[src/hw/rtl/mkcm_pkg.sv]
package mkcm_pkg;

    localparam int MAX_SYMBOLS_DEF = 16;
    localparam int TIME_WIDTH_DEF  = 16;

    localparam int CFG_INDEX_W = 3;
    localparam int CFG_DATA_W  = 16;

    localparam int DEBOUNCE_W = 10;
    localparam int THRESH_W   = 16;
    localparam int LENGTH_W   = 5;
    localparam int PATTERN_W  = 16;

    localparam logic [DEBOUNCE_W-1:0] DEBOUNCE_RST = 10'd50;
    localparam logic [THRESH_W-1:0]   DOT_MAX_RST  = 16'd300;
    localparam logic [THRESH_W-1:0]   GAP_RST      = 16'd2000;
    localparam logic [LENGTH_W-1:0]   LENGTH_RST   = 5'd5;
    localparam logic [PATTERN_W-1:0]  PATTERN_RST  = 16'd2;

    typedef enum logic [CFG_INDEX_W-1:0] {
        REG_DEBOUNCE = 3'd0,
        REG_DOT_MAX  = 3'd1,
        REG_GAP      = 3'd2,
        REG_LENGTH   = 3'd3,
        REG_PATTERN  = 3'd4
    } cfg_reg_t;

    typedef struct packed {
        logic [DEBOUNCE_W-1:0] debounce_ticks;
        logic [THRESH_W-1:0]   dot_max_ticks;
        logic [THRESH_W-1:0]   gap_ticks;
        logic [LENGTH_W-1:0]   code_length;
        logic [PATTERN_W-1:0]  code_pattern;
    } cfg_t;

    typedef struct packed {
        logic key_down;
        logic symbol_valid;
        logic symbol_dash;
        logic unlock_pulse;
        logic reject_pulse;
    } result_t;

endpackage

[src/hw/rtl/mkcm_cfg_regs.sv]
module mkcm_cfg_regs (
    input  logic                                aclk,
    input  logic                                aresetn,
    input  logic                                cfg_wr_en,
    input  logic [mkcm_pkg::CFG_INDEX_W-1:0]    cfg_index,
    input  logic [mkcm_pkg::CFG_DATA_W-1:0]     cfg_wdata,
    output mkcm_pkg::cfg_t                      cfg
);

    mkcm_pkg::cfg_t cfg_reg;
    mkcm_pkg::cfg_t cfg_next;

    always_comb begin
        cfg_next = cfg_reg;
        if (cfg_wr_en) begin
            case (mkcm_pkg::cfg_reg_t'(cfg_index))
                mkcm_pkg::REG_DEBOUNCE: begin
                    cfg_next.debounce_ticks = cfg_wdata[mkcm_pkg::DEBOUNCE_W-1:0];
                end
                mkcm_pkg::REG_DOT_MAX: begin
                    cfg_next.dot_max_ticks = cfg_wdata[mkcm_pkg::THRESH_W-1:0];
                end
                mkcm_pkg::REG_GAP: begin
                    cfg_next.gap_ticks = cfg_wdata[mkcm_pkg::THRESH_W-1:0];
                end
                mkcm_pkg::REG_LENGTH: begin
                    cfg_next.code_length = cfg_wdata[mkcm_pkg::LENGTH_W-1:0];
                end
                mkcm_pkg::REG_PATTERN: begin
                    cfg_next.code_pattern = cfg_wdata[mkcm_pkg::PATTERN_W-1:0];
                end
                default: begin
                end
            endcase
        end
    end

    always_ff @(posedge aclk) begin
        if (!aresetn) begin
            cfg_reg.debounce_ticks <= mkcm_pkg::DEBOUNCE_RST;
            cfg_reg.dot_max_ticks  <= mkcm_pkg::DOT_MAX_RST;
            cfg_reg.gap_ticks      <= mkcm_pkg::GAP_RST;
            cfg_reg.code_length    <= mkcm_pkg::LENGTH_RST;
            cfg_reg.code_pattern   <= mkcm_pkg::PATTERN_RST;
        end else begin
            cfg_reg <= cfg_next;
        end
    end

    assign cfg = cfg_reg;

endmodule

[src/hw/rtl/mkcm_tick_core.sv]
module mkcm_tick_core #(
    parameter int MAX_SYMBOLS = mkcm_pkg::MAX_SYMBOLS_DEF,
    parameter int TIME_WIDTH  = mkcm_pkg::TIME_WIDTH_DEF
) (
    input  logic                aclk,
    input  logic                aresetn,
    input  logic                tick_en,
    input  logic                key_level,
    input  mkcm_pkg::cfg_t      cfg,
    output mkcm_pkg::result_t   res
);

    localparam int CNT_W = $clog2(MAX_SYMBOLS + 1);
    localparam int IDX_W = $clog2(MAX_SYMBOLS);
    localparam int TCMP_W = (TIME_WIDTH > mkcm_pkg::THRESH_W) ? TIME_WIDTH
                                                               : mkcm_pkg::THRESH_W;
    localparam int LCMP_W = (CNT_W > mkcm_pkg::LENGTH_W) ? CNT_W : mkcm_pkg::LENGTH_W;
    localparam int PCMP_W = (MAX_SYMBOLS > mkcm_pkg::PATTERN_W) ? MAX_SYMBOLS
                                                                 : mkcm_pkg::PATTERN_W;

    logic                   key_pressed_reg, key_pressed_next;
    logic [TIME_WIDTH-1:0]  since_change_reg, since_change_next;
    logic [TIME_WIDTH-1:0]  press_length_reg, press_length_next;
    logic [TIME_WIDTH-1:0]  gap_length_reg, gap_length_next;
    logic                   gap_armed_reg, gap_armed_next;
    logic [MAX_SYMBOLS-1:0] symbol_bits_reg, symbol_bits_next;
    logic [CNT_W-1:0]       symbol_count_reg, symbol_count_next;
    logic                   overflowed_reg, overflowed_next;

    logic [PCMP_W-1:0]      expected_bits;
    logic                   debounce_ok;
    logic                   is_dash;
    logic                   match;

    // Only the pattern bits below the configured length take part in a match.
    always_comb begin
        for (int i = 0; i < PCMP_W; i++) begin
            if (i < mkcm_pkg::PATTERN_W && 32'(i) < 32'(cfg.code_length)) begin
                expected_bits[i] = cfg.code_pattern[i % mkcm_pkg::PATTERN_W];
            end else begin
                expected_bits[i] = 1'b0;
            end
        end
    end

    always_comb begin
        key_pressed_next  = key_pressed_reg;
        symbol_bits_next  = symbol_bits_reg;
        symbol_count_next = symbol_count_reg;
        overflowed_next   = overflowed_reg;
        gap_armed_next    = gap_armed_reg;
        res               = '0;
        is_dash           = 1'b0;
        match             = 1'b0;

        // All timers count up by one and stop at their all-ones value.
        since_change_next = (since_change_reg == '1) ? since_change_reg
                                                     : since_change_reg + 1'b1;
        press_length_next = press_length_reg;
        if (key_pressed_reg && press_length_reg != '1) begin
            press_length_next = press_length_reg + 1'b1;
        end
        gap_length_next = gap_length_reg;
        if (gap_armed_reg && gap_length_reg != '1) begin
            gap_length_next = gap_length_reg + 1'b1;
        end

        debounce_ok = TCMP_W'(since_change_next) > TCMP_W'(cfg.debounce_ticks);

        if (!key_level && !key_pressed_reg && debounce_ok) begin
            key_pressed_next  = 1'b1;
            press_length_next = '0;
            gap_armed_next    = 1'b0;
            gap_length_next   = '0;
            since_change_next = '0;
        end else if (key_level && key_pressed_reg && debounce_ok) begin
            is_dash          = TCMP_W'(press_length_next) > TCMP_W'(cfg.dot_max_ticks);
            key_pressed_next = 1'b0;
            if (symbol_count_reg < CNT_W'(MAX_SYMBOLS)) begin
                if (is_dash) begin
                    symbol_bits_next[symbol_count_reg[IDX_W-1:0]] = 1'b1;
                end
                symbol_count_next = symbol_count_reg + 1'b1;
                res.symbol_valid  = 1'b1;
                res.symbol_dash   = is_dash;
            end else begin
                overflowed_next = 1'b1;
            end
            gap_armed_next    = 1'b1;
            gap_length_next   = '0;
            since_change_next = '0;
        end

        // A release in this tick clears the gap timer, so the check cannot
        // fire on the same tick as a new symbol.
        if (gap_armed_next && TCMP_W'(gap_length_next) > TCMP_W'(cfg.gap_ticks)) begin
            match = !overflowed_next
                    && LCMP_W'(symbol_count_next) == LCMP_W'(cfg.code_length)
                    && PCMP_W'(symbol_bits_next) == expected_bits;
            res.unlock_pulse  = match;
            res.reject_pulse  = !match;
            symbol_bits_next  = '0;
            symbol_count_next = '0;
            overflowed_next   = 1'b0;
            gap_armed_next    = 1'b0;
            gap_length_next   = '0;
        end

        res.key_down = key_pressed_next;
    end

    always_ff @(posedge aclk) begin
        if (!aresetn) begin
            key_pressed_reg  <= 1'b0;
            since_change_reg <= '0;
            press_length_reg <= '0;
            gap_length_reg   <= '0;
            gap_armed_reg    <= 1'b0;
            symbol_bits_reg  <= '0;
            symbol_count_reg <= '0;
            overflowed_reg   <= 1'b0;
        end else if (tick_en) begin
            key_pressed_reg  <= key_pressed_next;
            since_change_reg <= since_change_next;
            press_length_reg <= press_length_next;
            gap_length_reg   <= gap_length_next;
            gap_armed_reg    <= gap_armed_next;
            symbol_bits_reg  <= symbol_bits_next;
            symbol_count_reg <= symbol_count_next;
            overflowed_reg   <= overflowed_next;
        end
    end

endmodule

[src/hw/rtl/morse_key_code_matcher_unit.sv]
// Morse key matcher: each accepted request is one timer tick carrying the raw
// active-low key level, and each produces exactly one result with the debounced
// key state, any symbol appended, and the unlock or reject pulse of a finished
// entry. Requests are taken at one per clock cycle unless results back up;
// each request waits in the input register until the tick logic loads its
// result into the result register, from which it is presented. Back-pressure
// on the result side stalls the input side once both registers are full.
// Configuration registers (debounce, dot limit, gap, code length, code pattern)
// are written by index through the cfg port and should only be changed while
// idle.
module morse_key_code_matcher_unit #(
    parameter int MAX_SYMBOLS = mkcm_pkg::MAX_SYMBOLS_DEF,
    parameter int TIME_WIDTH  = mkcm_pkg::TIME_WIDTH_DEF
) (
    input  logic                                aclk,
    input  logic                                aresetn,

    input  logic                                s_valid,
    output logic                                s_ready,
    input  logic                                s_key_level,

    output logic                                m_valid,
    input  logic                                m_ready,
    output logic                                m_key_down,
    output logic                                m_symbol_valid,
    output logic                                m_symbol_dash,
    output logic                                m_unlock_pulse,
    output logic                                m_reject_pulse,

    input  logic                                cfg_wr_en,
    input  logic [mkcm_pkg::CFG_INDEX_W-1:0]    cfg_index,
    input  logic [mkcm_pkg::CFG_DATA_W-1:0]     cfg_wdata
);

    mkcm_pkg::cfg_t     cfg;
    mkcm_pkg::result_t  tick_res;
    mkcm_pkg::result_t  result_reg;

    logic in_valid_reg;
    logic level_reg;
    logic out_valid_reg;
    logic advance;

    assign advance = in_valid_reg && (!out_valid_reg || m_ready);
    assign s_ready = !in_valid_reg || advance;

    mkcm_cfg_regs u_cfg_regs (
        .aclk      (aclk),
        .aresetn   (aresetn),
        .cfg_wr_en (cfg_wr_en),
        .cfg_index (cfg_index),
        .cfg_wdata (cfg_wdata),
        .cfg       (cfg)
    );

    mkcm_tick_core #(
        .MAX_SYMBOLS (MAX_SYMBOLS),
        .TIME_WIDTH  (TIME_WIDTH)
    ) u_tick_core (
        .aclk      (aclk),
        .aresetn   (aresetn),
        .tick_en   (advance),
        .key_level (level_reg),
        .cfg       (cfg),
        .res       (tick_res)
    );

    always_ff @(posedge aclk) begin
        if (!aresetn) begin
            in_valid_reg  <= 1'b0;
            out_valid_reg <= 1'b0;
        end else begin
            if (s_ready) begin
                in_valid_reg <= s_valid;
            end
            if (advance) begin
                out_valid_reg <= 1'b1;
            end else if (m_ready) begin
                out_valid_reg <= 1'b0;
            end
        end
    end

    always_ff @(posedge aclk) begin
        if (s_valid && s_ready) begin
            level_reg <= s_key_level;
        end
        if (advance) begin
            result_reg <= tick_res;
        end
    end

    assign m_valid        = out_valid_reg;
    assign m_key_down     = result_reg.key_down;
    assign m_symbol_valid = result_reg.symbol_valid;
    assign m_symbol_dash  = result_reg.symbol_dash;
    assign m_unlock_pulse = result_reg.unlock_pulse;
    assign m_reject_pulse = result_reg.reject_pulse;

endmodule
[config.mk]
export PLATFORM = sky130hd
export DESIGN_NAME = morse_key_code_matcher_unit
export DESIGN_NICKNAME = d
export VERILOG_FILES = /design/src/hw/rtl/mkcm_pkg.sv /design/src/hw/rtl/mkcm_cfg_regs.sv /design/src/hw/rtl/mkcm_tick_core.sv /design/src/hw/rtl/morse_key_code_matcher_unit.sv
export SDC_FILE = /design/constraint.sdc
export NUM_CORES = 1
export LEC_CHECK = 0
export BUFFER_PORTS_ARGS = -buffer_cell sky130_fd_sc_hd__buf_2
export CAP_MARGIN = 40
export CORE_AREA = 5 5 124 126
export CTS_CLUSTER_SIZE = 10
export DETAILED_ROUTE_END_ITERATION = 12
export DIE_AREA = 0 0 129 131
export PLACE_DENSITY = 0.76
export SYNTH_ARGS = -nofsm -noshare
export SYNTH_HDL_FRONTEND = slang
export SYNTH_SLANG_ARGS = --single-unit
[constraint.sdc]
create_clock -name aclk -period 8.3 [get_ports aclk]
set_input_delay 0 -clock aclk [delete_from_list [all_inputs] [get_ports aclk]]
set_output_delay 0 -clock aclk [all_outputs]
set_load 0.02 [all_outputs]
-- Word level (Yosys, flattened, before mapping)
Index checks and enable logic that the tools add are counted.
- input port bits: 25
- register bits: 143
- word-level logic and storage cells: 136
- output and inout bits: 7
- $lt $le $gt $ge: 22
- add/sub/neg operators: 4
- bitwise gates (word level): 3
- reductions and logical operators: 29
- mux-type cells: 48
- equal/unequal tests: 9
- operators by type and width (kind ; count):
    2-to-1 mux 16 bit ; 14
    adder 16 x 1 -> 16 bit, second input constant ; 3
    less-than comparator 4 x 5 -> 1 bit, first input constant ; 8
    greater-than comparator 16 bit ; 2
    != test 16 bit, second input constant ; 2
    2-to-1 mux 1 bit ; 28
    less-than comparator 3 x 5 -> 1 bit, first input constant ; 4
    2-to-1 mux 5 bit ; 4
    == test 16 bit ; 1
    == test 16 bit, second input constant ; 1
    greater-than comparator 16 x 10 -> 1 bit ; 1
    OR 16 bit ; 1
    logical AND 1 bit ; 12
    less-than comparator 1 x 5 -> 1 bit, first input constant ; 2
    less-than comparator 2 x 5 -> 1 bit, first input constant ; 2
    AND reduction 2 bit ; 5
    == test 3 x 2 -> 1 bit, second input constant ; 2
    logical NOT 1 bit ; 6
    adder 5 x 1 -> 5 bit, second input constant ; 1
    == test 5 bit ; 1
    less-than comparator 4 x 5 -> 1 bit, second input constant ; 1
    less-than comparator 5 bit, second input constant ; 1
    demux 1 bit (select 4 bit) ; 1
    >= comparator 4 x 1 -> 1 bit, second input constant ; 1
    9 further kinds ; 11

-- Depth between registers and ports, before layout
Gate-level depths: netlist (run 1).
- depth in word-level cells: 12
- mapped depth: 29
- mapped depth without buffers: 26

-- Hierarchy
Synthesis (run 1) repeated with hierarchy kept, for this count alone.
- cell total of the unflattened synthesis: 1120
- area, all modules: 9307.7 sq um
- modules (own cells, without submodules) (module ; instances ; area an instance (sq um) ; sequential area each (sq um) ; cells an instance):
    mkcm_tick_core ; 1 ; 6585.1 ; 1441.4 ; 867
    mkcm_cfg_regs ; 1 ; 2438.6 ; 1261.2 ; 238
    morse_key_code_matcher_unit ; 1 ; 284.0 ; 220.2 ; 15

-- Worst setup path after synthesis (run 1)
Ideal clock, no wire load.
- path kind: register to register
- from: register u_tick_core.since_change_reg[0]
- to: register result_reg (netlist bit m_reject_pulse), data pin
- data arrival time: 5499 ps
- stages on the path, launching flop included: 28
- buffers on the path: 3
- library setup time: 270 ps
- period minus slack after synthesis: 5769 ps
- setup slack: 2531 ps
- data required time: 8030 ps
- cell sequence: dfxtp_1 -> ha_1 -> nand3_1 -> or3_1 -> nor2_1 -> nor2_1 -> and3_1 -> xor2_1 -> ha_1 -> a21o_1 -> a21oi_1 -> o21ai_1 -> nor3_1 -> a211oi_2 -> or2_2 -> clkbuf_1 -> nor2_1 -> ha_1 -> a21o_1 -> a21o_1 -> a211o_1 -> a21oi_1 -> o211ai_1 -> nand2_1 -> or3_1 -> buf_2 -> buf_2 -> a31oi_1
- cells in the longest elaborated chain, start to end: 10
- elaborated cells between the ends (all ways): 24
- classes of those cells: add/sub: 1; order compare: 2; eq/ne: 3; mux: 11; reduce/logical: 7
- RTL lines (item ; line ; text):
    from (decl) ; mkcm_tick_core.sv:22 ; logic [TIME_WIDTH-1:0] since_change_reg, since_change_next;
    from (signal assigned) ; mkcm_tick_core.sv:124 ; since_change_reg <= since_change_next;
    adder 16 x 1 -> 16 bit / == test 16 bit (equally long branches) ; mkcm_tick_core.sv:58, mkcm_tick_core.sv:57 ;
    2-to-1 mux 16 bit * ; mkcm_tick_core.sv:57 ; since_change_next = (since_change_reg == '1) ? since_change_reg
    greater-than comparator 16 x 10 -> 1 bit * ; mkcm_tick_core.sv:68 ; debounce_ok = TCMP_W'(since_change_next) > TCMP_W'(cfg.debounce_ticks);
    branches (longest 7 deep; another with greater-than comparator 16 bit) ; -- ;
    to (signal assigned) ; morse_key_code_matcher_unit.sv:89 ; result_reg <= tick_res;
    to (decl) ; morse_key_code_matcher_unit.sv:37 ; mkcm_pkg::result_t result_reg;
Mark *: on every way between the ends.
A chain may end at the register's enable or synchronous reset.

-- Final worst setup path (run 1)
- from: register u_tick_core.since_change_reg[0]
- to: register u_tick_core.symbol_count_reg[0]
- cells in the longest elaborated chain, start to end: 9
- elaborated cells between the ends (all ways): 15
- classes of those cells: add/sub: 1; order compare: 2; eq/ne: 1; mux: 8; reduce/logical: 3
- RTL lines (item ; line ; text):
    adder 16 x 1 -> 16 bit / == test 16 bit (equally long branches) ; mkcm_tick_core.sv:58, mkcm_tick_core.sv:57 ;
    2-to-1 mux 16 bit * ; mkcm_tick_core.sv:57 ;
    greater-than comparator 16 x 10 -> 1 bit * ; mkcm_tick_core.sv:68 ;
    logical AND 1 bit ; mkcm_tick_core.sv:76 ; end else if (key_level && key_pressed_reg && debounce_ok) begin
    2-to-1 mux 16 bit ; mkcm_tick_core.sv:76 ;
    2-to-1 mux 16 bit ; mkcm_tick_core.sv:70 ; if (!key_level && !key_pressed_reg && debounce_ok) begin
    greater-than comparator 16 bit ; mkcm_tick_core.sv:96 ; if (gap_armed_next && TCMP_W'(gap_length_next) > TCMP_W'(cfg.gap_ticks)) begin
    logical AND 1 bit ; mkcm_tick_core.sv:96 ;
    2-to-1 mux 5 bit * ; mkcm_tick_core.sv:96 ;
    to (signal assigned) ; mkcm_tick_core.sv:129 ; symbol_count_reg <= symbol_count_next;
    to (decl) ; mkcm_tick_core.sv:27 ; logic [CNT_W-1:0] symbol_count_reg, symbol_count_next;
Mark *: on every way between the ends. The rest lies on a longest branch, timed or not.

==> results.tsv, run 1 <==
stage	metric	value	unit
clock_network	cts_num_sinks	143	
clock_network	cts_setup_buffers	0	
power	power_per_cell_area	167.7	nW/um^2
critical_path	timing.critical_path.arrival	7.61	ns
flow_run	cap_viol_max_count	0	
power	power_leakage	3.873	nW
cells_and_area	antenna_cells	0	
sta	hold_viol	0	
sta	worst_slew_margin_rel	40.44	%
sta	fin_worst_hold_slack	0.08792	ns
placement	gp_congestion	0.9539	
clock_network	clkTransAtPathRegs	0.06	ns
global_route	grt_antenna_before_repair	0	
synthesis	yosys.area_share.xor_xnor	4.531	%
synthesis	cell_type_with_the_highest_aggregate_area_in_the_netlist	sky130_fd_sc_hd__dfxtp_1	
drt	tritonroute_pass_1_iters	6	
power	power_frac_comb	5.8	%
drt	route.detailed.drc	0	
cells_and_area	finish.net_count	1205	
cells_and_area	drive_gt1_share	7.692	%
hold_path	worst_hold_path_type	primary input to flop	
hold_path	min_delay_worst_endpoint	u_cfg_regs.cfg[40]$_SDFFE_PN1P_	
placement	place.port_buffers	31	
global_route	global_route.usage.total	28.49	%
sta	setup_violations	0	
synthesis	ys_dominant_reg_cell	sky130_fd_sc_hd__dfxtp_1	
drt	drt-wirelength-per-cell	17.88	um
floorplanning	design.core.area	14200	um^2
synthesis	synth.area.mux_share	1.640	%
synthesis	average_cell_area_after_synthesis	7.808	um^2
drt	route.detailed.vias_per_inst	6.072	
sta	setup-tns-final	0	ns
clock_network	clock_tree.htree_level_count	4	
critical_path	crit-reg2reg-launch	u_tick_core.since_change_reg[0]$_SDFFE_PN0P_	
power	power_switching	0.3649	mW
global_route	grt_start_max_net_pins	85	
floorplanning	top_level_ports	32	
synthesis	synthSimpleGateAreaFrac	25.76	%
floorplanning	initial_core_utilization	61.24	%
hold_path	whs_path_cells	3	
synthesis	synth_compound_area_share	22.43	%
floorplanning	die_area	16900	um^2
power	seq_power_share	43.1	%
global_route	grt_pass1_vias	7510	
synthesis	syn-num-nets	1188	
run_status	outcome	completed	
synthesis	postSynthRegisterBits	143	
synthesis	post_synth_edffs	6	
synthesis	post-synth-top-area-fraction	31.53	%
synthesis	yosys.cell_types.count	74	
synthesis	synth_area	8698	um^2
cells_and_area	largest_register_ff_count	63	
clock_network	cts-root-to-sink-buffers	2	
power	power.switching_fraction	22.22	%
drt	route.vias.total	8063	
critical_path	r2r_end	u_tick_core.symbol_count_reg[0]$_SDFFE_PN0P_	
global_route	globalRoute.totalOverflow	0	
power	intPower	1.277	mW
floorplanning	die_y	131	um
sta	worst_pin_slew	0.8935	ns
sta	maxClockFrequency	137.3	MHz
hold_path	worst_hold_startpoint	cfg_index[1]	
floorplanning	fp-row-count	44	
clock_network	clock_tree_from_tritoncts	yes	
critical_path	worst-path-max-fanout	30	
placement	dp_hpwl	16.47	mm
clock_network	cts_resized	0	
synthesis	synth.yosys.warnings	0	
synthesis	postSynth.asyncResetShare	0	%
placement	placed_area	8926	um^2
power	ir_drop	154.2	uV
synthesis	synth.yosys.seq_area_share	33.60	%
cells_and_area	final_cell_area	9792	um^2
drt	wirelength	23.75	mm
drt	final_antenna_net_count	0	
synthesis	synth.area.top_cells	sky130_fd_sc_hd__dfxtp_1 32%, sky130_fd_sc_hd__nand2_1 8.8%, sky130_fd_sc_hd__ha_1 7.0%	
critical_path	worstSetupPathType	flop to flop	
power	power_frac_clock	51.2	%
sta	maxSlewViolCount	0	
power	fin_total_pwr	1.642	mW
clock_network	inserted_clock_buffers	17	
critical_path	setup.worst_path.end_class	flop	
clock_network	worst_skew_pair.late_latency	0.43	ns
clock_network	cts_root_buf	sky130_fd_sc_hd__clkbuf_16	
sta	finalCriticalPeriod	7.284	ns
sta	rsz0062_at_grt	false	
cells_and_area	fin_util	68.94	%
critical_path	required	8.63	ns
critical_path	rr_worst_depth	26	
drt	first_iter_violations	754	
cells_and_area	n_fill_cell	1188	
global_route	grt_pass1_wl	38.07	mm
synthesis	dominant_combinational_cell_family_by_area_after_synthesis	simple AND/OR/NAND/NOR gates	
critical_path	reg2reg_setup_slack	1.02	ns
critical_path	critical_path_start_type	flop	
sta	post-route-period-util	87.76	%
synthesis	netlist_instances	1114	
synthesis	yosys.area_share.adder	7.048	%
floorplanning	die_width	129	um
cells_and_area	area_growth_syn_to_fin	12.57	%
sta	skew	0.006772	ns
==> routing by layer <==
metal	up-vias	wire (um)	global-route usage, %
met5	-	0	0
met4	0	599	10.19
met3	54	1638	6.545
met2	307	11300	46.89
met1	3741	10210	36.79
li1	3961	-	-
==> critical path: stages (launching register included) <==
cell,delay (ns)
sky130_fd_sc_hd__dfxtp_1,0.41
sky130_fd_sc_hd__ha_1,0.22
sky130_fd_sc_hd__nand3_1,0.21
sky130_fd_sc_hd__or3_1,0.46
sky130_fd_sc_hd__nor2_1,0.37
sky130_fd_sc_hd__nor2_1,0.13
sky130_fd_sc_hd__and3_1,0.21
sky130_fd_sc_hd__xor2_1,0.21
sky130_fd_sc_hd__ha_1,0.30
sky130_fd_sc_hd__a21o_1,0.18
sky130_fd_sc_hd__a21oi_1,0.12
sky130_fd_sc_hd__o21ai_1,0.08
sky130_fd_sc_hd__nor3_1,0.62
sky130_fd_sc_hd__a211oi_2,0.15
sky130_fd_sc_hd__buf_4,0.23
sky130_fd_sc_hd__or2_2,0.56
sky130_fd_sc_hd__nor2_1,0.22
sky130_fd_sc_hd__ha_1,0.26
sky130_fd_sc_hd__a21o_1,0.18
sky130_fd_sc_hd__a21o_1,0.17
sky130_fd_sc_hd__a211o_1,0.28
sky130_fd_sc_hd__a21oi_1,0.15
sky130_fd_sc_hd__o211ai_1,0.11
sky130_fd_sc_hd__nand2_1,0.09
sky130_fd_sc_hd__or3_1,0.70
sky130_fd_sc_hd__nand2_1,0.24
sky130_fd_sc_hd__o32ai_1,0.33
==> worst max-delay path by stage <==
stage,startpoint,to,slack [ns]
floorplan,u_tick_core.since_change_reg[0]$_SDFFE_PN0P_,m_reject_pulse$_SDFFCE_PN0P_,2.53
global placement,u_tick_core.since_change_reg[0]$_SDFFE_PN0P_,u_tick_core.symbol_count_reg[1]$_SDFFE_PN0P_,1.45
detailed placement,u_tick_core.since_change_reg[0]$_SDFFE_PN0P_,u_tick_core.symbol_count_reg[0]$_SDFFE_PN0P_,1.19
CTS,u_tick_core.since_change_reg[0]$_SDFFE_PN0P_,u_tick_core.symbol_count_reg[0]$_SDFFE_PN0P_,1.10
global route,u_tick_core.since_change_reg[0]$_SDFFE_PN0P_,u_tick_core.symbol_count_reg[0]$_SDFFE_PN0P_,0.50
finish,u_tick_core.since_change_reg[0]$_SDFFE_PN0P_,u_tick_core.symbol_count_reg[0]$_SDFFE_PN0P_,1.02
==> cell type report <==
class / instances / area (um^2) / area share, %
clock buffers: 24 / 534.3 / 5.456
clock inverters: 8 / 121.4 / 1.239
inverters: 50 / 187.7 / 1.917
multi-input cells: 859 / 5344 / 54.57
flip-flops and latches: 143 / 2923 / 29.85
well taps: 184 / 230.2 / 2.351
repair buffers: 60 / 451.7 / 4.613
==> synth_stat cells (4+ instances only) <==
| library cell | instances |
|---|---|
| sky130_fd_sc_hd__nand2_1 | 205 |
| sky130_fd_sc_hd__dfxtp_1 | 137 |
| sky130_fd_sc_hd__nor2_1 | 75 |
| sky130_fd_sc_hd__a21boi_0 | 70 |
| sky130_fd_sc_hd__a21oi_1 | 55 |
| sky130_fd_sc_hd__clkbuf_1 | 51 |
| sky130_fd_sc_hd__inv_1 | 50 |
| sky130_fd_sc_hd__ha_1 | 49 |
| sky130_fd_sc_hd__nand3_1 | 45 |
| sky130_fd_sc_hd__nor2b_1 | 33 |
| sky130_fd_sc_hd__o21ai_0 | 33 |
| sky130_fd_sc_hd__nand4_1 | 26 |
| sky130_fd_sc_hd__xor2_1 | 26 |
| sky130_fd_sc_hd__xnor2_1 | 19 |
| sky130_fd_sc_hd__and2_1 | 17 |
| sky130_fd_sc_hd__o211ai_1 | 17 |
| sky130_fd_sc_hd__nor3_1 | 16 |
| sky130_fd_sc_hd__and3_1 | 15 |
| sky130_fd_sc_hd__mux2i_1 | 12 |
| sky130_fd_sc_hd__a31oi_1 | 11 |
| sky130_fd_sc_hd__a21o_1 | 9 |
| sky130_fd_sc_hd__a22oi_1 | 9 |
| sky130_fd_sc_hd__o21a_1 | 9 |
| sky130_fd_sc_hd__buf_2 | 8 |
| sky130_fd_sc_hd__edfxtp_1 | 6 |
| sky130_fd_sc_hd__nor4_1 | 6 |
| sky130_fd_sc_hd__o31ai_1 | 6 |
| sky130_fd_sc_hd__a2bb2oi_1 | 5 |
| sky130_fd_sc_hd__o22ai_1 | 5 |
| sky130_fd_sc_hd__or3_1 | 5 |
| sky130_fd_sc_hd__a211o_1 | 4 |
| sky130_fd_sc_hd__a211oi_1 | 4 |
| sky130_fd_sc_hd__and4_1 | 4 |
| sky130_fd_sc_hd__nand3b_1 | 4 |
| sky130_fd_sc_hd__nor3b_1 | 4 |
| sky130_fd_sc_hd__o31a_1 | 4 |
| sky130_fd_sc_hd__o32ai_1 | 4 |
| sky130_fd_sc_hd__or4_1 | 4 |
==> placed cells by master (no fill, tap or decap), drive strengths merged, types with 9 or more instances in the layout <==
cell type    count
inv             50
o21a             9
a21o             9
and3            15
clkbuf          24
mux2i           12
nor2            75
a21oi           56
a31oi           11
nor3            16
dfxtp          137
xor2            26
nor2b           33
nor4             9
o21ai           36
o211ai          17
ha              49
dlygate4sd3     21
a22oi           10
buf             39
nand4           27
nand3           45
and2            20
nand2          205
xnor2           19
a21boi          73
==> logic make-up after synthesis <==
logic type / after synthesis
compound gates: 279
xor+xnor: 45
fa+ha+maj: 49
buf+inv: 112
flops: 143
mux: 14
simple gates: 472
==> through the flow <==
step           std cells  setup slack, ns
2_1_floorplan       1114            2.531
3_3_place_gp        1272            1.452
3_5_place_dp        1275            1.186
4_1_cts             1328            1.096
5_1_grt             1328           0.4958
6_report            1328            1.016
==> power groups by stage <==
stage	logic (mW)	clock network, mW	registers (mW)
5_1_grt	0.104	0.878	0.708
3_5_place_dp	0.0858	0	0.722
2_1_floorplan	0.0542	0	0.721
6_report	0.0946	0.840	0.707
3_3_place_gp	0.0829	0	0.722
4_1_cts	0.0943	0.848	0.707
==> repair_timing <==
item / in CTS / in global routing
hold endpoints to repair: 82 / 0
endpoints found under the setup margin: 0 / 0
hold buffers: 21 / 0
(Power assumes the default switching activity.)
==> run 2: changes to the inputs <==
Settings changed: CORE_AREA 5 5 124 126 to 5 5 128 130, DIE_AREA 0 0 129 131 to 0 0 133 135, SETUP_SLACK_MARGIN set to 0.5, SYNTH_HIERARCHICAL set to 1.
==> run 2 against run 1 <==
Against the previous run: synthesized cell count grew 0.54%; clock power shrank 14%; critical endpoint is now u_tick_core/gap_length_reg[13]$_SDFFE_PN0P_; largest power group unchanged; clock skew grew 0.00070 ns; via count grew 4.2%; maximum frequency grew 5.4%; combinational power grew 3.9%; utilization shrank 0.97 points; design area grew 4.4%; first-iteration DRC count grew 24%.
==> results.tsv, run 2 <==
stage	metric	value	unit
run_status	outcome	completed	
power	ir_drop	153.6	uV
critical_path	delay_of_the_slowest_cell_on_the_worst_path	0.80	ns
floorplanning	initial_core_utilization	61.91	%
drt	drt-wirelength-per-cell	18.73	um
drt	route.detailed.drc	0	
power	power.switching_fraction	22.77	%
cells_and_area	area_growth_syn_to_fin	9.787	%
synthesis	average_cell_area_after_synthesis	8.310	um^2
drt	route.vias.total	8401	
sta	setup-tns-final	0	ns
floorplanning	die_width	133	um
cells_and_area	drive_gt1_share	9.378	%
synthesis	yosys.area_share.xor_xnor	4.234	%
critical_path	path_buf_inv	3	
synthesis	synth.area.mux_share	7.232	%
power	intPower	1.181	mW
critical_path	worst-path-max-fanout	22	
global_route	globalRoute.totalOverflow	0	
critical_path	crit_slowest_cell	sky130_fd_sc_hd__o21a_1	
clock_network	cts_num_sinks	143	
sta	maxSlewViolCount	0	
cells_and_area	final_cell_area	10220	um^2
global_route	grt_pass1_vias	7697	
synthesis	yosys.cell_types.count	83	
power	power_per_cell_area	149.6	nW/um^2
clock_network	clock_tree.htree_level_count	4	
clock_network	cts_resized	0	
placement	placed_area	9478	um^2
critical_path	worstSetupPathType	flop to flop	
critical_path	rr_worst_depth	25	
clock_network	inserted_clock_buffers	17	
synthesis	postSynth.asyncResetShare	0	%
critical_path	timing.critical_path.arrival	7.17	ns
synthesis	post_synth_edffs	6	
synthesis	postSynthRegisterBits	143	
global_route	grt_start_max_net_pins	100	
synthesis	synthSimpleGateAreaFrac	27.10	%
clock_network	clock_tree_from_tritoncts	yes	
drt	wirelength	24.90	mm
cells_and_area	largest_register_ff_count	63	
synthesis	ys_dominant_reg_cell	sky130_fd_sc_hd__dfxtp_1	
power	seq_power_share	46.3	%
drt	route.detailed.vias_per_inst	6.321	
power	fin_total_pwr	1.529	mW
floorplanning	die_area	17960	um^2
power	power_frac_clock	47.3	%
global_route	global_route.usage.total	27.34	%
sta	worst_slew_margin_rel	33.08	%
synthesis	syn-num-nets	1194	
synthesis	synth_compound_area_share	17.17	%
global_route	grt_antenna_before_repair	0	
critical_path	critical_path_start_type	flop	
synthesis	yosys-top-cells-count	137 x sky130_fd_sc_hd__dfxtp_1, 130 x sky130_fd_sc_hd__nand2_1, 67 x sky130_fd_sc_hd__inv_1	
floorplanning	design.core.area	15030	um^2
sta	final_critical_path_setup_slack	1.389	ns
clock_network	worst_skew_pair.late_latency	0.42	ns
hold_path	whs_path_cells	2	
power	power_switching	0.3481	mW
synthesis	cell_type_with_the_highest_aggregate_area_in_the_netlist	sky130_fd_sc_hd__dfxtp_1	
global_route	grt_pass1_wl	39.71	mm
sta	rsz0062_at_grt	false	
critical_path	required	8.56	ns
drt	first_iter_violations	932	
synthesis	synth.area.top_cells	sky130_fd_sc_hd__dfxtp_1 29%, sky130_fd_sc_hd__mux2i_1 7.0%, sky130_fd_sc_hd__ha_1 6.6%	
hold_path	worst_hold_path_type	primary input to flop	
cells_and_area	leading_cell_type_in_the_layout_fill_and_taps_excluded	sky130_fd_sc_hd__dfxtp_1	
sta	hold_viol	0	
floorplanning	fp-row-count	45	
placement	dp_hpwl	17.37	mm
sta	skew	0.007467	ns
synthesis	post-synth-top-area-fraction	29.47	%
cells_and_area	layout.cells.most_common_list	137 x sky130_fd_sc_hd__dfxtp_1, 130 x sky130_fd_sc_hd__nand2_1, 67 x sky130_fd_sc_hd__inv_1	
sta	post-route-period-util	83.27	%
floorplanning	top_level_ports	32	
sta	maxClockFrequency	144.7	MHz
drt	tritonroute_pass_1_iters	6	
clock_network	clkTransAtPathRegs	0.06	ns
flow_run	cap_viol_max_count	0	
synthesis	synth.yosys.seq_area_share	31.40	%
synthesis	netlist_instances	1120	
synthesis	yosys.area_share.adder	6.587	%
floorplanning	die_y	135	um
synthesis	dominant_combinational_cell_family_by_area_after_synthesis	simple AND/OR/NAND/NOR gates	
synthesis	synth_area	9308	um^2
placement	gp_congestion	1.014	
synthesis	synth_most_common_cell	sky130_fd_sc_hd__dfxtp_1	
critical_path	setup.worst_path.end_class	flop	
placement	place_worst_setup_slack	1.628	ns
drt	final_antenna_net_count	0	
clock_network	cts_root_buf	sky130_fd_sc_hd__clkbuf_16	
sta	finalCriticalPeriod	6.911	ns
sta	setup_violations	0	
clock_network	cts-root-to-sink-buffers	2	
critical_path	timing.critical_path.depth	25	
power	power_frac_comb	6.4	%
placement	place.port_buffers	31	
cells_and_area	finish.net_count	1207	
sta	worst_pin_slew	0.9912	ns
synthesis	synth.yosys.warnings	6	
power	power_leakage	4.177	nW
critical_path	path_delay_family	compound AO/OA/AOI/OAI gates	
cells_and_area	antenna_cells	0	
[run 2: cell count changes in the layout (fill, tap and decap cells not counted), moves of 13 or more]
cell / delta
sky130_fd_sc_hd__a21boi_0: -62
sky130_fd_sc_hd__or3_1: +14
sky130_fd_sc_hd__xor2_1: -14
sky130_fd_sc_hd__a21oi_1: -13
sky130_fd_sc_hd__mux2i_1: +53
sky130_fd_sc_hd__inv_1: +17
sky130_fd_sc_hd__xnor2_1: +14
sky130_fd_sc_hd__nand2_1: -75
[run 2: per-layer routing]
metal | up-vias | global-route usage, % | part of all wire [%]
li1 | 4026 | - | -
met1 | 3995 | 37.85 | 46
met2 | 330 | 42.52 | 45
met3 | 50 | 6.334 | 7.3
met4 | 0 | 8.372 | 2.0
met5 | - | 0 | 0
[run 2: logic make-up (layout without fill, tap and decap cells)]
family,Yosys count,count (layout)
AOI/OAI and AO/OA,223,223
xor gates and xnor gates,45,45
adders and majority gates,49,49
buffers and inverters,136,157
DFF,143,143
muxes,67,67
and+or+nand+nor,457,457
[run 2: path summary, 6_finish.rpt]
kind	slack [ns]	from	endpoint
max	1.39	u_tick_core/since_change_reg[0]$_SDFFE_PN0P_	u_tick_core/gap_length_reg[13]$_SDFFE_PN0P_
min	0.13	aresetn	m_valid$_SDFFE_PN0P_
max reg2reg	1.39	u_tick_core/since_change_reg[0]$_SDFFE_PN0P_	u_tick_core/gap_length_reg[13]$_SDFFE_PN0P_
min reg2reg	0.46	u_cfg_regs/cfg[24]$_SDFFE_PN0P_	u_cfg_regs/cfg[24]$_SDFFE_PN0P_
[run 2: power groups by stage]
stage	Clock [mW]	Combinational (mW)	Sequential, mW
finish	0.723	0.0983	0.708
global route	0.765	0.106	0.709
CTS	0.730	0.0961	0.708
detailed placement	0	0.0883	0.722
global placement	0	0.0859	0.722
floorplan	0	0.0610	0.721
[run 2: final cells by class]
| class | count | area [um^2] |
|---|---|---|
| repair buffers | 63 | 460.4 |
| inverters | 67 | 251.5 |
| multi-input cells | 841 | 5808 |
| clock buffers | 21 | 450.4 |
| flip-flops and latches | 143 | 2923 |
| well taps | 188 | 235.2 |
| fillers | 1236 | 4815 |
| clock inverters | 6 | 90.09 |
[run 2: stage by stage]
| step | hold WS, ns | instances | util [%] |
|---|---|---|---|
| floorplan | 0.09887 | 1120 | - |
| global placement | 0.1860 | 1275 | 62.61 |
| detailed placement | 0.1816 | 1282 | 63.05 |
| CTS | 0.1172 | 1329 | 67.97 |
| global route | 0.1394 | 1329 | 67.97 |
| finish | 0.1299 | 1329 | 67.97 |
[run 2: repair_timing]
item                                   4_1_cts  5_1_grt
setup buffers                                0        0
endpoints found under the hold margin       57        0
hold buffers                                20        0
==> run 3: changes to the inputs <==
Clock period 8.3 ns to 7 ns, I/O delays scaled along.
==> run 3 against run 2 <==
Against the previous run: critical endpoint is now u_tick_core/symbol_bits_reg[14]$_SDFFE_PN0P_; worst hold slack worse by 0.025 ns; power grew 25%; clock power up 33%; first-iteration DRC count shrank 11%; sequential share of layout area shrank 0.28 points; clock skew about the same; count of clock-buffer cells in the layout is 3 lower; utilization rose by 0.68 points.
==> results.tsv, run 3 (synthesis gave the netlist of run 2 again) <==
stage	metric	value	unit
global_route	globalRoute.busiestLayer	met2	
cells_and_area	layout.cells.most_common_list	137 x sky130_fd_sc_hd__dfxtp_1, 130 x sky130_fd_sc_hd__nand2_1, 67 x sky130_fd_sc_hd__inv_1	
sta	fin_worst_hold_slack	0.1051	ns
sta	worst_slew_margin_rel	35.39	%
critical_path	timing.critical_path.arrival	6.47	ns
power	power_frac_clock	50.1	%
sta	rsz0062_at_grt	false	
power	ir_drop	188.2	uV
critical_path	worstSetupPathType	flop to flop	
flow_run	cap_viol_max_count	0	
sta	finalCriticalPeriod	6.117	ns
cells_and_area	leading_cell_type_in_the_layout_fill_and_taps_excluded	sky130_fd_sc_hd__dfxtp_1	
critical_path	setup.worst_path.end_class	flop	
floorplanning	die_area	17960	um^2
sta	setup-tns-final	0	ns
cells_and_area	antenna_cells	0	
critical_path	delay_of_the_slowest_cell_on_the_worst_path	0.77	ns
global_route	grt_start_max_net_pins	105	
floorplanning	initial_core_utilization	61.91	%
critical_path	crit_slowest_cell	sky130_fd_sc_hd__nor3_2	
global_route	gr-usage-met2	43.34	%
critical_path	critical_path_start_type	flop	
clock_network	clock_tree.htree_level_count	4	
power	power.switching_fraction	23.02	%
global_route	grt_pass1_wl	39.84	mm
clock_network	cts_setup_buffers	0	
power	power_per_cell_area	185.4	nW/um^2
power	power_switching	0.4405	mW
drt	wirelength	25.11	mm
floorplanning	fp-row-count	45	
cells_and_area	seq_area	2923	um^2
cells_and_area	drive_gt1_share	10.20	%
drt	tritonroute_pass_1_iters	7	
placement	gp_congestion	0.9779	
sta	worst_pin_slew	0.9570	ns
global_route	grt_antenna_before_repair	0	
floorplanning	die_y	135	um
sta	maxSlewViolCount	0	
power	intPower	1.473	mW
critical_path	worst-path-max-fanout	16	
sta	maxClockFrequency	163.5	MHz
cells_and_area	finish.net_count	1209	
cells_and_area	finish.cell_count_without_fillers	1335	
clock_network	clkTransAtPathRegs	0.06	ns
placement	dp_hpwl	17.43	mm
clock_network	cts_root_buf	sky130_fd_sc_hd__clkbuf_16	
floorplanning	design.core.area	15030	um^2
cells_and_area	n_fill_cell	1201	
drt	route.vias.total	8341	
sta	hold_viol	0	
cells_and_area	largest_register_ff_count	63	
global_route	globalRoute.totalOverflow	0	
global_route	grt_pass1_vias	7803	
clock_network	clock_tree_from_tritoncts	yes	
floorplanning	die_width	133	um
drt	first_iter_violations	831	
power	power_leakage	4.196	nW
power	seq_power_share	43.8	%
clock_network	worst_skew_pair.late_latency	0.42	ns
sta	post-route-period-util	87.39	%
placement	numPlacedInstances	1283	
global_route	global_route.usage.total	27.52	%
sta	skew	0.007484	ns
run_status	outcome	completed	
drt	route.detailed.vias_per_inst	6.248	
critical_path	reg2reg_setup_slack	0.88	ns
sta	setup_violations	0	
floorplanning	top_level_ports	32	
hold_path	worst_hold_path_type	primary input to flop	
critical_path	required	7.35	ns
clock_network	cts_num_sinks	143	
global_route	global_route.usage.met3	4.955	%
global_route	groute.layer.met1.usage	37.72	%
cells_and_area	multi_input_area	5833	um^2
drt	drt-wirelength-per-cell	18.81	um
drt	route.detailed.drc	0	
drt	final_antenna_net_count	0	
power	power_frac_comb	6.1	%
placement	place.port_buffers	31	
clock_network	inserted_clock_buffers	17	
clock_network	cts-root-to-sink-buffers	2	
cells_and_area	area_growth_syn_to_fin	10.89	%
critical_path	ordered_cell_list_for_the_critical_path	ha_1 > nand4_1 > or4_1 > o21ai_0 > nor3_1 > and3_1 > and3_1 > xor2_1 > ha_1 > nand3_1 > nor4_1 > a221oi_1 > a21boi_1 > nand2_1 > nor3_2 > a31oi_1 > nor3b_2	
run 3: power groups by stage:
| stage | clock [mW] | combinational, mW | sequential, mW |
|---|---|---|---|
| floorplan | 0 | 0.0724 | 0.855 |
| global placement | 0 | 0.103 | 0.856 |
| detailed placement | 0 | 0.105 | 0.857 |
| CTS | 0.968 | 0.115 | 0.839 |
| global route | 1.01 | 0.127 | 0.840 |
| finish | 0.958 | 0.117 | 0.839 |
run 3: critical path, delay by kind of cell (launching register included):
kind            cells  cell delay (ns)
simple gates       10             3.31
compound gates      4             1.56
fa+ha+maj           2             0.57
flops               1             0.44
xor+xnor            1             0.16
run 3: path summary, 6_finish.rpt:
check / from / cells after the start / endpoint
hold / removal: aresetn / 2 / m_valid$_SDFFE_PN0P_
hold reg to reg: u_cfg_regs/cfg[47]$_SDFFE_PN0P_ / 2 / u_cfg_regs/cfg[47]$_SDFFE_PN0P_
setup reg to reg: u_tick_core/press_length_reg[0]$_SDFFE_PN0P_ / 17 / u_tick_core/symbol_bits_reg[14]$_SDFFE_PN0P_
setup / recovery: u_tick_core/press_length_reg[0]$_SDFFE_PN0P_ / 17 / u_tick_core/symbol_bits_reg[14]$_SDFFE_PN0P_
run 3: final cells by class:
type	count	area share, %
multi-input cells	842	56.52
well taps	188	2.279
clock buffers	18	4.158
repair buffers	64	4.461
clock inverters	13	1.831
inverters	67	2.437
flip-flops and latches	143	28.32
run 3: timing repair:
| action | CTS | global route |
|---|---|---|
| cloned | 0 | 1 |
| gates resized for setup | 1 | 3 |
| endpoints found under the setup margin | 1 | 40 |
| endpoints found under the hold margin | 56 | 0 |
| pin swaps | 0 | 1 |
| hold buffers | 20 | 0 |
run 3: stage by stage:
stage          instance area, um^2  setup slack [ns]  util, %  power, mW
3_3_place_gp                  9435            0.8093    62.76     0.9595
4_1_cts                      10300            0.7502    68.54      1.922
5_1_grt                      10320            0.5720    68.66      1.978
6_report                     10320            0.8827    68.66      1.913
2_1_floorplan                 9308             1.573        -     0.9270
3_5_place_dp                  9478            0.5419    63.05     0.9621
run 3: metal layers:
metal	up-vias	part of all wire, %
li1	4038	-
met1	3934	46
met2	321	45
met3	48	6.8
met4	0	2.3
met5	-	0
